### src/design/lrv_pkg.sv
`default_nettype none
package lrv_pkg;

  localparam int unsigned LenFieldBytes = 4;
  localparam int unsigned ChkFieldBytes = 4;
  localparam int unsigned RecHdrBytes   = LenFieldBytes + ChkFieldBytes;
  localparam logic [31:0] SeedReset     = 32'd31;
  localparam logic [31:0] ValidEndReset = 32'(ChkFieldBytes);

  typedef enum logic [2:0] {
    KindHeader  = 3'd0,
    KindLength  = 3'd1,
    KindSum     = 3'd2,
    KindPayload = 3'd3,
    KindIgnore  = 3'd4
  } byte_kind_e;

  typedef enum logic [1:0] {
    ResAccept  = 2'd0,
    ResReject  = 2'd1,
    ResSummary = 2'd2
  } result_kind_e;

  typedef struct packed {
    byte_kind_e  kind;
    logic [1:0]  idx;
    logic [7:0]  data;
    logic        eof;
    logic        hdr_done;
    logic        rec_end;
    logic        too_long;
    logic        trunc;
    logic [15:0] plen;
    logic [31:0] rec_len;
  } item_t;

  typedef struct packed {
    result_kind_e kind;
    logic [15:0]  payload_length;
    logic [31:0]  valid_end_offset;
    logic [31:0]  total_checksum;
    logic         file_ok;
    logic         last_result;
  } result_t;

  typedef struct packed {
    logic    push0;
    logic    push1;
    result_t res0;
    result_t res1;
  } out_push_t;

  function automatic logic [31:0] put_le(logic [31:0] acc, logic [1:0] idx, logic [7:0] b);
    logic [31:0] r;
    r = acc;
    r[{idx, 3'b000} +: 8] = b;
    return r;
  endfunction

  function automatic logic [15:0] sat16(logic [31:0] v);
    return (v > 32'h0000_FFFF) ? 16'hFFFF : v[15:0];
  endfunction

endpackage
`default_nettype wire

### src/design/lrv_if.sv
`default_nettype none
interface lrv_byte_if;
  logic       valid;
  logic       ready;
  logic [7:0] file_byte;
  logic       end_of_file;
  modport source (output valid, output file_byte, output end_of_file, input ready);
  modport sink (input valid, input file_byte, input end_of_file, output ready);
endinterface

interface lrv_result_if;
  logic        valid;
  logic        ready;
  logic [1:0]  result_kind;
  logic [15:0] payload_length;
  logic [31:0] valid_end_offset;
  logic [31:0] total_checksum;
  logic        file_ok;
  logic        last_result;
  modport source (output valid, output result_kind, output payload_length,
                  output valid_end_offset, output total_checksum, output file_ok,
                  output last_result, input ready);
  modport sink (input valid, input result_kind, input payload_length,
                input valid_end_offset, input total_checksum, input file_ok,
                input last_result, output ready);
endinterface

interface lrv_cfg_if;
  logic        valid;
  logic        ready;
  logic [31:0] hash_seed;
  modport source (output valid, output hash_seed, input ready);
  modport sink (input valid, input hash_seed, output ready);
endinterface
`default_nettype wire

### src/design/lrv_fifo.sv
`default_nettype none
module lrv_fifo #(
  parameter int unsigned Width = 8,
  parameter int unsigned Depth = 4
) (
  input  wire logic             clk_i,
  input  wire logic             rst_ni,
  input  wire logic             push_i,
  input  wire logic [Width-1:0] data_i,
  output logic                  ready_o,
  output logic                  valid_o,
  output logic      [Width-1:0] data_o,
  input  wire logic             pop_i
);

  localparam int unsigned AW = $clog2(Depth);
  localparam int unsigned CW = $clog2(Depth + 1);

  logic [Width-1:0] mem_q [Depth];
  logic [AW-1:0]    wp_q, rp_q;
  logic [CW-1:0]    count_q;
  logic             do_push, do_pop;

  assign ready_o = count_q != CW'(Depth);
  assign valid_o = count_q != '0;
  assign data_o  = mem_q[rp_q];
  assign do_push = push_i && ready_o;
  assign do_pop  = pop_i && valid_o;

  always_ff @(posedge clk_i) begin
    if (do_push) begin
      mem_q[wp_q] <= data_i;
    end
  end

  always_ff @(posedge clk_i or negedge rst_ni) begin
    if (!rst_ni) begin
      wp_q    <= '0;
      rp_q    <= '0;
      count_q <= '0;
    end else begin
      if (do_push) begin
        wp_q <= (wp_q == AW'(Depth - 1)) ? '0 : wp_q + 1'b1;
      end
      if (do_pop) begin
        rp_q <= (rp_q == AW'(Depth - 1)) ? '0 : rp_q + 1'b1;
      end
      count_q <= count_q + CW'(do_push) - CW'(do_pop);
    end
  end

endmodule
`default_nettype wire

### src/design/lrv_front.sv
`default_nettype none
module lrv_front import lrv_pkg::*; #(
  parameter longint unsigned MAX_PAYLOAD_BYTES = 65535
) (
  input  wire logic   clk_i,
  input  wire logic   rst_ni,
  lrv_byte_if.sink    byte_i,
  output logic        push_o,
  output item_t       item_o,
  input  wire logic   q_ready_i
);

  localparam int unsigned PlW = $clog2(MAX_PAYLOAD_BYTES + 64'd1);
  localparam logic [32:0] LenLimit = 33'(MAX_PAYLOAD_BYTES);

  typedef enum logic [4:0] {
    PhHeader  = 5'b00001,
    PhLength  = 5'b00010,
    PhSum     = 5'b00100,
    PhPayload = 5'b01000,
    PhStop    = 5'b10000
  } phase_e;

  phase_e         phase_q, phase_d;
  logic [1:0]     cnt_q, cnt_d;
  logic [31:0]    len_q, len_d, len_new;
  logic [PlW-1:0] pay_q, pay_d, pay_inc;
  logic           fire;

  assign byte_i.ready = q_ready_i;
  assign fire         = byte_i.valid && q_ready_i;
  assign push_o       = fire;

  always_comb begin
    phase_d = phase_q;
    cnt_d   = cnt_q;
    len_d   = len_q;
    pay_d   = pay_q;
    len_new = put_le(len_q, cnt_q, byte_i.file_byte);
    pay_inc = pay_q + PlW'(1);

    item_o          = '0;
    item_o.kind     = KindIgnore;
    item_o.idx      = cnt_q;
    item_o.data     = byte_i.file_byte;
    item_o.eof      = byte_i.end_of_file;
    item_o.plen     = sat16(len_q);
    item_o.rec_len  = len_q;

    case (phase_q)
      PhHeader: begin
        item_o.kind = KindHeader;
        cnt_d = cnt_q + 2'd1;
        if (cnt_q == 2'd3) begin
          item_o.hdr_done = 1'b1;
          phase_d = PhLength;
        end
      end
      PhLength: begin
        item_o.kind = KindLength;
        len_d = len_new;
        cnt_d = cnt_q + 2'd1;
        if (cnt_q == 2'd3) begin
          if ({1'b0, len_new} > LenLimit) begin
            item_o.too_long = 1'b1;
            item_o.plen     = sat16(len_new);
            phase_d = PhStop;
          end else begin
            phase_d = PhSum;
          end
        end
      end
      PhSum: begin
        item_o.kind = KindSum;
        cnt_d = cnt_q + 2'd1;
        if (cnt_q == 2'd3) begin
          pay_d = '0;
          if (len_q == '0) begin
            item_o.rec_end = 1'b1;
            phase_d = PhLength;
          end else begin
            phase_d = PhPayload;
          end
        end
      end
      PhPayload: begin
        item_o.kind = KindPayload;
        pay_d = pay_inc;
        if (pay_inc == len_q[PlW-1:0]) begin
          item_o.rec_end = 1'b1;
          phase_d = PhLength;
          len_d   = '0;
        end
      end
      PhStop: begin
        item_o.kind = KindIgnore;
      end
      default: begin
        phase_d = PhHeader;
      end
    endcase

    if (byte_i.end_of_file) begin
      if (phase_d == PhSum || phase_d == PhPayload) begin
        item_o.trunc = 1'b1;
        item_o.plen  = sat16(len_d);
      end else if (phase_d == PhLength && cnt_d != 2'd0) begin
        item_o.trunc = 1'b1;
        item_o.plen  = '0;
      end
      phase_d = PhHeader;
      cnt_d   = '0;
      len_d   = '0;
      pay_d   = '0;
    end
  end

  always_ff @(posedge clk_i or negedge rst_ni) begin
    if (!rst_ni) begin
      phase_q <= PhHeader;
      cnt_q   <= '0;
      len_q   <= '0;
      pay_q   <= '0;
    end else if (fire) begin
      phase_q <= phase_d;
      cnt_q   <= cnt_d;
      len_q   <= len_d;
      pay_q   <= pay_d;
    end
  end

endmodule
`default_nettype wire

### src/design/lrv_back.sv
`default_nettype none
module lrv_back import lrv_pkg::*; (
  input  wire logic        clk_i,
  input  wire logic        rst_ni,
  input  wire logic [31:0] seed_i,
  input  wire logic        q_valid_i,
  input  wire item_t       q_item_i,
  output logic             q_pop_o,
  input  wire logic        free2_i,
  output out_push_t        push_o
);

  logic [31:0] tent_q, rh_q, tent_n, rh_n, sext, tent_mul, rh_mul;
  logic        b_valid_q;
  item_t       b_item_q;
  logic [31:0] b_tent_q, b_rh_q;
  logic        b_fire, pop;

  logic        stop_q, stop_n, hdr_q, hdr_n;
  logic [31:0] comm_q, comm_n, vend_q, vend_n, stored_q, stored_n, sum_q, sum_n;
  logic        ev;
  result_t     ev_res, sum_res;

  assign b_fire  = b_valid_q && free2_i;
  assign pop     = !b_valid_q || free2_i;
  assign q_pop_o = pop;

  always_comb begin
    sext     = {{24{q_item_i.data[7]}}, q_item_i.data};
    tent_mul = tent_q * seed_i;
    rh_mul   = rh_q * seed_i;
    tent_n   = tent_q;
    rh_n     = rh_q;
    if (q_item_i.kind == KindLength || q_item_i.kind == KindSum ||
        q_item_i.kind == KindPayload) begin
      tent_n = tent_mul + sext;
    end
    if (q_item_i.kind == KindPayload) begin
      rh_n = rh_mul + sext;
    end else if (q_item_i.kind == KindSum && q_item_i.idx == 2'd3) begin
      rh_n = '0;
    end
  end

  always_ff @(posedge clk_i) begin
    if (pop && q_valid_i) begin
      b_item_q <= q_item_i;
      b_tent_q <= tent_n;
      b_rh_q   <= rh_n;
    end
  end

  always_ff @(posedge clk_i or negedge rst_ni) begin
    if (!rst_ni) begin
      b_valid_q <= 1'b0;
      tent_q    <= '0;
      rh_q      <= '0;
    end else if (pop) begin
      b_valid_q <= q_valid_i;
      if (q_valid_i) begin
        tent_q <= q_item_i.eof ? '0 : tent_n;
        rh_q   <= q_item_i.eof ? '0 : rh_n;
      end
    end
  end

  always_comb begin
    stored_n = (b_item_q.kind == KindHeader) ?
               put_le(stored_q, b_item_q.idx, b_item_q.data) : stored_q;
    sum_n    = (b_item_q.kind == KindSum) ?
               put_le(sum_q, b_item_q.idx, b_item_q.data) : sum_q;
    hdr_n    = hdr_q | b_item_q.hdr_done;
    stop_n   = stop_q;
    comm_n   = comm_q;
    vend_n   = vend_q;
    ev       = 1'b0;
    ev_res   = '0;
    ev_res.kind           = ResReject;
    ev_res.payload_length = b_item_q.plen;

    if (!stop_q) begin
      if (b_item_q.too_long) begin
        ev     = 1'b1;
        stop_n = 1'b1;
      end else if (b_item_q.rec_end) begin
        ev = 1'b1;
        if (b_rh_q == sum_n) begin
          comm_n      = b_tent_q;
          vend_n      = vend_q + 32'(RecHdrBytes) + b_item_q.rec_len;
          ev_res.kind = ResAccept;
        end else begin
          stop_n = 1'b1;
        end
      end
    end
    if (b_item_q.eof && !stop_n && b_item_q.trunc) begin
      ev     = 1'b1;
      stop_n = 1'b1;
    end
    ev_res.valid_end_offset = vend_n;
    ev_res.total_checksum   = comm_n;
    ev_res.file_ok          = 1'b0;
    ev_res.last_result      = !b_item_q.eof;

    sum_res                  = '0;
    sum_res.kind             = ResSummary;
    sum_res.valid_end_offset = vend_n;
    sum_res.total_checksum   = comm_n;
    sum_res.file_ok          = hdr_n && (comm_n == stored_n);
    sum_res.last_result      = 1'b1;

    push_o       = '0;
    push_o.res0  = ev ? ev_res : sum_res;
    push_o.res1  = sum_res;
    push_o.push0 = b_fire && (ev || b_item_q.eof);
    push_o.push1 = b_fire && ev && b_item_q.eof;
  end

  always_ff @(posedge clk_i or negedge rst_ni) begin
    if (!rst_ni) begin
      stop_q   <= 1'b0;
      hdr_q    <= 1'b0;
      comm_q   <= '0;
      vend_q   <= ValidEndReset;
      stored_q <= '0;
      sum_q    <= '0;
    end else if (b_fire) begin
      if (b_item_q.eof) begin
        stop_q   <= 1'b0;
        hdr_q    <= 1'b0;
        comm_q   <= '0;
        vend_q   <= ValidEndReset;
        stored_q <= '0;
        sum_q    <= '0;
      end else begin
        stop_q   <= stop_n;
        hdr_q    <= hdr_n;
        comm_q   <= comm_n;
        vend_q   <= vend_n;
        stored_q <= stored_n;
        sum_q    <= sum_n;
      end
    end
  end

endmodule
`default_nettype wire

### src/design/lrv_outq.sv
`default_nettype none
module lrv_outq import lrv_pkg::*; (
  input  wire logic      clk_i,
  input  wire logic      rst_ni,
  input  wire out_push_t push_i,
  output logic           free2_o,
  lrv_result_if.source result_o
);

  result_t    mem_q [4];
  logic [1:0] wp_q, rp_q;
  logic [2:0] count_q;
  logic       do_pop;
  result_t    head;

  assign head    = mem_q[rp_q];
  assign free2_o = count_q <= 3'd2;
  assign do_pop  = result_o.valid && result_o.ready;

  assign result_o.valid            = count_q != 3'd0;
  assign result_o.result_kind      = head.kind;
  assign result_o.payload_length   = head.payload_length;
  assign result_o.valid_end_offset = head.valid_end_offset;
  assign result_o.total_checksum   = head.total_checksum;
  assign result_o.file_ok          = head.file_ok;
  assign result_o.last_result      = head.last_result;

  always_ff @(posedge clk_i) begin
    if (push_i.push0) begin
      mem_q[wp_q] <= push_i.res0;
    end
    if (push_i.push1) begin
      mem_q[wp_q + 2'd1] <= push_i.res1;
    end
  end

  always_ff @(posedge clk_i or negedge rst_ni) begin
    if (!rst_ni) begin
      wp_q    <= '0;
      rp_q    <= '0;
      count_q <= '0;
    end else begin
      wp_q    <= wp_q + 2'(push_i.push0) + 2'(push_i.push1);
      rp_q    <= rp_q + 2'(do_pop);
      count_q <= count_q + 3'(push_i.push0) + 3'(push_i.push1) - 3'(do_pop);
    end
  end

endmodule
`default_nettype wire

### src/design/log_record_verifier.sv
`default_nettype none
// Write-ahead log checker. Takes one file byte per beat and sustains one byte per clock
// cycle unless the result queue stalls it; that figure is set by the running hashes,
// each a 32x32 multiply-add that updates once per byte. A parser classifies bytes as
// header, length, checksum or payload and places them in a four-entry queue; a hash
// stage and a decision stage follow. A result comes at the end of each record (accept
// or reject) until one is rejected, and on the end-of-file byte (an optional truncation
// reject, then the summary); one byte causes at most two. A four-entry result queue
// lets the input keep flowing while results wait. The hash seed may be written only
// while the block is idle.
module log_record_verifier import lrv_pkg::*; #(
  parameter longint unsigned MAX_PAYLOAD_BYTES = 65535
) (
  input  wire logic     clk_i,
  input  wire logic     rst_ni,
  lrv_byte_if.sink      byte_i,
  lrv_result_if.source  result_o,
  lrv_cfg_if.sink       cfg_i
);

  logic [31:0] seed_q;
  logic        f_push, q_ready, q_valid, q_pop, free2;
  item_t       f_item, q_item;
  out_push_t   b_push;

  assign cfg_i.ready = 1'b1;

  always_ff @(posedge clk_i or negedge rst_ni) begin
    if (!rst_ni) begin
      seed_q <= SeedReset;
    end else if (cfg_i.valid) begin
      seed_q <= cfg_i.hash_seed;
    end
  end

  lrv_front #(
    .MAX_PAYLOAD_BYTES(MAX_PAYLOAD_BYTES)
  ) u_front (
    .clk_i     (clk_i),
    .rst_ni    (rst_ni),
    .byte_i    (byte_i),
    .push_o    (f_push),
    .item_o    (f_item),
    .q_ready_i (q_ready)
  );

  lrv_fifo #(
    .Width($bits(item_t)),
    .Depth(4)
  ) u_queue (
    .clk_i   (clk_i),
    .rst_ni  (rst_ni),
    .push_i  (f_push),
    .data_i  (f_item),
    .ready_o (q_ready),
    .valid_o (q_valid),
    .data_o  (q_item),
    .pop_i   (q_pop)
  );

  lrv_back u_back (
    .clk_i     (clk_i),
    .rst_ni    (rst_ni),
    .seed_i    (seed_q),
    .q_valid_i (q_valid),
    .q_item_i  (q_item),
    .q_pop_o   (q_pop),
    .free2_i   (free2),
    .push_o    (b_push)
  );

  lrv_outq u_outq (
    .clk_i    (clk_i),
    .rst_ni   (rst_ni),
    .push_i   (b_push),
    .free2_o  (free2),
    .result_o (result_o)
  );

endmodule
`default_nettype wire

### src/flat_wrapper.sv
// flat-port wrapper written by rule: the top's interface ports become plain ports
module log_record_verifier_flat import lrv_pkg::*;
#(
  parameter longint unsigned MAX_PAYLOAD_BYTES = 65535
)
  (clk_i, rst_ni, byte_i_valid, byte_i_file_byte, byte_i_end_of_file, byte_i_ready, result_o_valid, result_o_result_kind, result_o_payload_length, result_o_valid_end_offset, result_o_total_checksum, result_o_file_ok, result_o_last_result, result_o_ready, cfg_i_valid, cfg_i_hash_seed, cfg_i_ready);
  lrv_byte_if byte_i_i ();
  lrv_result_if result_o_i ();
  lrv_cfg_if cfg_i_i ();
  input  wire logic clk_i;
  input  wire logic rst_ni;
  input wire logic [$bits(byte_i_i.valid)-1:0] byte_i_valid;
  input wire logic [$bits(byte_i_i.file_byte)-1:0] byte_i_file_byte;
  input wire logic [$bits(byte_i_i.end_of_file)-1:0] byte_i_end_of_file;
  output wire logic [$bits(byte_i_i.ready)-1:0] byte_i_ready;
  output wire logic [$bits(result_o_i.valid)-1:0] result_o_valid;
  output wire logic [$bits(result_o_i.result_kind)-1:0] result_o_result_kind;
  output wire logic [$bits(result_o_i.payload_length)-1:0] result_o_payload_length;
  output wire logic [$bits(result_o_i.valid_end_offset)-1:0] result_o_valid_end_offset;
  output wire logic [$bits(result_o_i.total_checksum)-1:0] result_o_total_checksum;
  output wire logic [$bits(result_o_i.file_ok)-1:0] result_o_file_ok;
  output wire logic [$bits(result_o_i.last_result)-1:0] result_o_last_result;
  input wire logic [$bits(result_o_i.ready)-1:0] result_o_ready;
  input wire logic [$bits(cfg_i_i.valid)-1:0] cfg_i_valid;
  input wire logic [$bits(cfg_i_i.hash_seed)-1:0] cfg_i_hash_seed;
  output wire logic [$bits(cfg_i_i.ready)-1:0] cfg_i_ready;
  assign byte_i_i.valid = byte_i_valid;
  assign byte_i_i.file_byte = byte_i_file_byte;
  assign byte_i_i.end_of_file = byte_i_end_of_file;
  assign byte_i_ready = byte_i_i.ready;
  assign result_o_valid = result_o_i.valid;
  assign result_o_result_kind = result_o_i.result_kind;
  assign result_o_payload_length = result_o_i.payload_length;
  assign result_o_valid_end_offset = result_o_i.valid_end_offset;
  assign result_o_total_checksum = result_o_i.total_checksum;
  assign result_o_file_ok = result_o_i.file_ok;
  assign result_o_last_result = result_o_i.last_result;
  assign result_o_i.ready = result_o_ready;
  assign cfg_i_i.valid = cfg_i_valid;
  assign cfg_i_i.hash_seed = cfg_i_hash_seed;
  assign cfg_i_ready = cfg_i_i.ready;
  log_record_verifier #(.MAX_PAYLOAD_BYTES(MAX_PAYLOAD_BYTES)) u_core (.clk_i(clk_i), .rst_ni(rst_ni), .byte_i(byte_i_i), .result_o(result_o_i), .cfg_i(cfg_i_i));
endmodule
### config.mk
export PLATFORM = sky130hd
export DESIGN_NAME = log_record_verifier_flat
export DESIGN_NICKNAME = d
export VERILOG_FILES = /design/src/design/lrv_pkg.sv /design/src/design/lrv_if.sv /design/src/design/lrv_fifo.sv /design/src/design/lrv_front.sv /design/src/design/lrv_back.sv /design/src/design/lrv_outq.sv /design/src/design/log_record_verifier.sv /design/src/flat_wrapper.sv
export SDC_FILE = /design/constraint.sdc
export NUM_CORES = 2
export LEC_CHECK = 0
export BUFFER_PORTS_ARGS = -buffer_cell sky130_fd_sc_hd__buf_2
export CORE_MARGIN = 2
export CORE_UTILIZATION = 43
export CTS_CLUSTER_DIAMETER = 100
export DETAILED_ROUTE_END_ITERATION = 16
export PLACE_DENSITY = 0.58
export SLEW_MARGIN = 20
export SYNTH_ARGS = -nofsm -noshare
export SYNTH_HDL_FRONTEND = slang
export SYNTH_SLANG_ARGS = --single-unit
export TNS_END_PERCENT = 30
### constraint.sdc
create_clock -name clk_i -period 13.12 [get_ports clk_i]
set_clock_uncertainty 0.05 [all_clocks]
set_input_delay 1.312 -clock clk_i [delete_from_list [all_inputs] [get_ports clk_i]]
set_output_delay 1.312 -clock clk_i [all_outputs]
set_load 0.03 [all_outputs]
# After elaboration in Yosys (flattened, before gate mapping)

Memory sizes are Yosys's and may differ from the RTL's.
Cells that the tools add are included.

Flip-flop bits (word level): 426
Memory bits (writable): 600
Input port bits: 46
Output and inout bits: 87
Logic and storage cells: 197
Memories: 2

Add/subtract/negate cells: 19
Multiply operators: 2
Magnitude comparators: 5
Equal/unequal tests: 21
Shift operators: 4
Muxes and demuxes: 81
Bitwise gates (word level): 1
Reduce and logical (&&, ||, !) cells: 30

Memory list:

| memory               | depth | width | rd ports | clocked after memory_dff | wr ports | RTL line       | text |
|---|---|---|---|---|---|---|---|
| u_core.u_outq.mem_q  | 4     | 84    | 1        | 0                        | 2        | lrv_outq.sv:10 | `result_t mem_q [4];` |
| u_core.u_queue.mem_q | 4     | 66    | 1        | 0                        | 1        | lrv_fifo.sv:19 | `logic [Width-1:0] mem_q [Depth];` |

Operator list:

| kind                     | number |
|---|---|
| $mux W32                 | 21 |
| $gt A32 B16 Y1 const B   | 4 |
| $mux W16                 | 8 |
| $add A32 B32 Y32         | 3 |
| $bwmux W32               | 3 |
| $mux W84                 | 1 |
| $eq A32 B32 Y1           | 2 |
| $mul A32 B32 Y32         | 2 |
| $pmux W32 S2             | 1 |
| $shift A8 B7 Y32 const A | 2 |
| $shiftx A8 B7 Y32        | 2 |
| $mux W17                 | 3 |
| $add A32 B4 Y32 const B  | 1 |
| $logic_not A32 Y1        | 1 |
| $pmux W16 S2             | 1 |
| $mux W5                  | 6 |
| $mux W1                  | 29 |
| $pmux W5 S5              | 1 |
| $add A16 B1 Y16 const B  | 1 |
| $eq A16 B16 Y1           | 1 |
| $neg A5 Y7               | 2 |
| $logic_and A1 B1 Y1      | 13 |
| $pmux W3 S4              | 1 |
| $eq A5 B2 Y1 const B     | 2 |
| 25 further kinds         | 52 |

# Logic depth before layout (Yosys ltp)

Depth after elaboration: 18
Gate-level depth with buffers: 31
Gate-level depth less buffers: 29

# Modules after synthesis

From an unflattened synthesis, not the netlist that was laid out.

Cell total of the unflattened synthesis: 6,944
Area total of the unflattened synthesis: 82,175.1 µm²

Modules (own cells, without submodules):

| module              | instances | cells each | area each (µm²) | seq. area each (µm²) |
|---|---|---|---|---|
| lrv_back            | 1         | 5,190      | 50,322.0        | 8,784.7 |
| lrv_outq            | 1         | 846        | 16,465.8        | 10,264.8 |
| lrv_fifo            | 1         | 383        | 9,962.1         | 8,102.8 |
| lrv_front           | 1         | 455        | 4,062.6         | 1,377.6 |
| log_record_verifier | 1         | 70         | 1,362.6         | 807.0 |

# Worst setup path after synthesis

No wires, ideal clock.

Kind: register to register
Start: register u_core.u_queue.rp_q[0]
End: register u_core.u_back.b_rh_q[31] (data pin)
Setup time: 269 ps
Arrival: 8,843 ps
Data required time: 12,801 ps
Path slack: 3,958 ps
Stages on the path, launching flop included: 30
Path buffers: 1
Clock period less this slack: 9,162 ps
Path through: dfrtp_1 clkbuf_1 mux4_2 inv_1 fa_1 inv_1 fa_1 fa_1 inv_1 fa_1 inv_1 fa_1 inv_1 fa_1 inv_1 fa_1 inv_1 fa_1 inv_1 ha_1 a21o_1 a21o_1 a21o_1 a31o_2 a31oi_1 o21bai_1 o41ai_1 xnor2_1 nand2_1 a21oi_1

RTL lines:

| what                   | RTL line       | text |
|---|---|---|
| from (decl)            | lrv_fifo.sv:20 | `logic [AW-1:0] wp_q, rp_q;` |
| from (signal assigned) | lrv_fifo.sv:46 | `rp_q <= (rp_q == AW'(Depth - 1)) ? '0 : rp_q + 1'b1;` |
| to (signal assigned)   | lrv_back.sv:49 | `b_rh_q <= rh_n;` |
| to (decl)              | lrv_back.sv:16 | `logic [31:0] b_tent_q, b_rh_q;` |

==> impl_metrics.py <==
metrics = {
    "status": {
        "status": "complete, no violations",
    },
    "setup_path": {
        "cp_max_fo": 33,
        "slowest_delay_ns": 0.87,
        "reg2reg_depth": 29,
        "r2r_setup_slack_ns": 3.70,
        "start_kind": "register",
        "cp_data_arrival_time_ns": 9.92,
        "critPathRequiredTime_ns": 13.61,
        "r2r_end": "u_core.u_back.b_rh_q[31]$_DFFE_PP_",
        "cpMostUsedCell": "fa_1",
        "timing.rr.start": "u_core.u_queue.rp_q[0]$_DFFE_PN0P_",
        "crit_type": "reg2reg",
        "critical-path-slowest-cell": "dfrtp_4",
        "crit_path_end_kind": "register",
        "critPathLaunch": "u_core.u_queue.rp_q[0]$_DFFE_PN0P_",
    },
    "grt": {
        "grt_use_total_pct": 23.2,
        "grt.met3_usage_pct": 3.19,
        "grt_max_degree": 142,
        "antenna_found_initial": 5,
        "grt_pass1_wl_um": 342000,
        "grt_pass1_vias": 56800,
        "grtUsageMet1_pct": 32.9,
        "top_usage_layer": "met2",
        "overflow": 0,
        "grtUsageMet2_pct": 37.4,
    },
    "logic_synthesis": {
        "synth_top_area_share_pct": 24.6,
        "syn_area_um2": 79900,
        "yosys_warnings": 0,
        "avgSynthCellArea_um2": 10.8,
        "yosysMostFrequentCell": "inv_1",
        "synthTopCellsByArea": "edfxtp_1 (25%), fa_1 (22%), dfrtp_1 (9.0%)",
        "ys_types": 90,
        "postSynthCellCount": 7412,
        "synthFlopType": "edfxtp_1",
        "syn_nets": 8670,
        "synth-edff-count": 654,
        "netlist_top_cells_count": "inv_1 (1,085), fa_1 (881), nand2_1 (779), and2_1 (679), edfxtp_1 (654)",
        "synth_top_cell_by_area": "edfxtp_1",
        "async_flop_share_pct": 28.8,
        "ys_seq_area_share_pct": 35.8,
        "ys_ff_latch": 1026,
    },
    "hold_path": {
        "holdCritStartpoint": "u_core.u_outq.mem_q[3][67]$_SDFFE_PP0P_",
        "worstHoldPathType": "reg2reg",
        "min_to": "u_core.u_outq.mem_q[3][67]$_SDFFE_PP0P_",
        "hold_depth": 2,
    },
    "placement": {
        "place_congestion": 0.867,
        "hpwl_um": 148000,
        "port_buffers": 131,
    },
    "clock_network": {
        "post_cts_buffers": 0,
        "clk_pin_slew_worst_paths_ns": 0.07,
        "ctsLongestPathBuffers": 3,
        "worstSkewPairLatency_ns": 0.73,
        "tritoncts": "done",
        "numCtsBuffers": 104,
        "cts.sinks": 1026,
        "ctsHoldBuffers": 0,
        "clock-root-buffer": "clkbuf_16",
        "htree_levels": 3,
        "ctsResizeCount": 0,
    },
    "timing": {
        "maxSlewHeadroom_pct": 25.3,
        "drv_slew": 0,
        "tightest_slew_ns": 1.12,
        "period_minus_slack_ns": 9.42,
        "final_hold_viol_count": 0,
        "rsz0062_at_grt": "false",
        "tns_ns": 0,
        "fin_crit_sh_pct": 71.8,
        "finalSetupViolations": 0,
        "timing.fmax_mhz": 106,
    },
    "routing": {
        "drc": 0,
        "vias": 54000,
        "drt_first_pass_iters": 8,
        "wl_per_cell_um": 21.9,
        "postRouteAntennaNets": 0,
        "initialDrtViolationCount": 4521,
        "vias_per_cell": 5.45,
        "wl_um": 216000,
    },
    "floorplanning": {
        "core-area_um2": 185000,
        "io_pins": 133,
        "fp.dieArea_um2": 189000,
        "start_util_pct": 43.2,
        "die_h_um": 435,
        "rows": 158,
        "die_x_um": 435,
    },
    "finish": {
        "drive_above_1_share_pct": 9.18,
        "syn2layout_area_growth_pct": 8.24,
        "fin_nets": 8575,
    },
    "flow_run": {
        "maxCapViolCount": 0,
    },
}
[layout make-up]
class	instances	area, um2
diodes	3	7.51
clock buffers	134	2820
clock inverters	63	724
fillers	17100	98500
inverters	1086	4080
multi-input cells	4853	45600
flip-flops and latches	1026	28600
well taps	2480	3100
repair buffers	246	1540
[how the worst max path moves through the flow]
stage,end,slack [ns]
detailed placement,u_core.u_back.b_rh_q[31]$_DFFE_PP_,3.65
CTS,u_core.u_back.b_rh_q[31]$_DFFE_PP_,3.60
global route,u_core.u_back.b_rh_q[30]$_DFFE_PP_,3.07
floorplan,u_core.u_back.b_rh_q[31]$_DFFE_PP_,3.96
global placement,u_core.u_back.b_rh_q[31]$_DFFE_PP_,3.64
finish,u_core.u_back.b_rh_q[31]$_DFFE_PP_,3.70
[metrics by stage]
step,std cells,utilization [%],area [um2],hold slack (ns),setup slack [ns]
after detailed placement,9691,44.8,83000,0.396,3.65
after global routing,9889,46.8,86500,0.423,3.07
final,9891,46.8,86500,0.403,3.70
after global placement,9691,44.8,83000,0.390,3.64
after CTS,9888,46.8,86500,0.405,3.60
after floorplan,7412,-,79900,0.380,3.96
[cell usage in the layout, fill, tap and decap left out, types with 21 or more instances in the layout]
cell type	netlist	layout
a21o_1	46	45
a21oi_1	249	248
a22o_1	73	73
a22oi_1	94	94
and2_1	679	679
and3_1	28	24
buf_2	11	130
buf_4	10	114
clkbuf_1	381	21
clkbuf_16	0	105
dfrtp_1	289	277
dfxtp_1	76	76
edfxtp_1	654	654
fa_1	881	881
ha_1	331	331
inv_1	1085	1079
mux2_2	42	42
mux2i_1	64	64
mux4_2	150	150
nand2_1	779	779
nand3_1	104	103
nand4_1	32	32
nor2_1	392	383
nor3_1	29	26
o21ai_0	198	198
o22ai_1	49	49
o31ai_1	53	52
xnor2_1	188	188
xor2_1	80	80
[metal layers]
metal / part of all wire (%) / wire length, um
met3: 6.0 / 12900
met5: 0.017 / 37
met4: 2.6 / 5590
met2: 47 / 101000
met1: 45 / 96500
[critical path, delay by kind of cell (launching register included)]
family	cells	cell delay [ns]
fa+ha+maj	9	4.21
compound gates	8	1.67
buf+inv	9	1.36
flops	1	0.87
mux	1	0.78
xor+xnor	1	0.20
simple gates	1	0.08
[cell families after synthesis]
family / Yosys count / share of synthesized area (%)
compound gates: 915 / 7.40
xor+xnor: 268 / 2.94
fa+ha+maj: 1212 / 27.2
buf+inv: 1533 / 7.31
flops: 1026 / 35.8
mux: 257 / 5.64
other cells: 1 / 0.00469
simple gates: 2200 / 13.7
[flip-flops by register name, summed over array words and instances (netlist names), 3 cells and up]
register                flops
u_core.u_back.tent_q       32
u_core.u_back.stored_q     32
u_core.u_queue.count_q      3
u_core.u_queue.mem_q      264
u_core.u_outq.mem_q       336
u_core.u_outq.count_q       3
u_core.u_back.b_item_q     66
u_core.u_front.pay_q       16
u_core.u_back.rh_q         32
u_core.u_back.vend_q       32
u_core.u_back.b_tent_q     32
u_core.u_back.comm_q       32
u_core.u_front.phase_q      5
u_core.seed_q              32
u_core.u_back.sum_q        32
u_core.u_front.len_q       32
u_core.u_back.b_rh_q       32
Power is left out: the tool's default activity adds up to more than one toggle a clock period on the data nets, which glitch-free logic cannot reach.
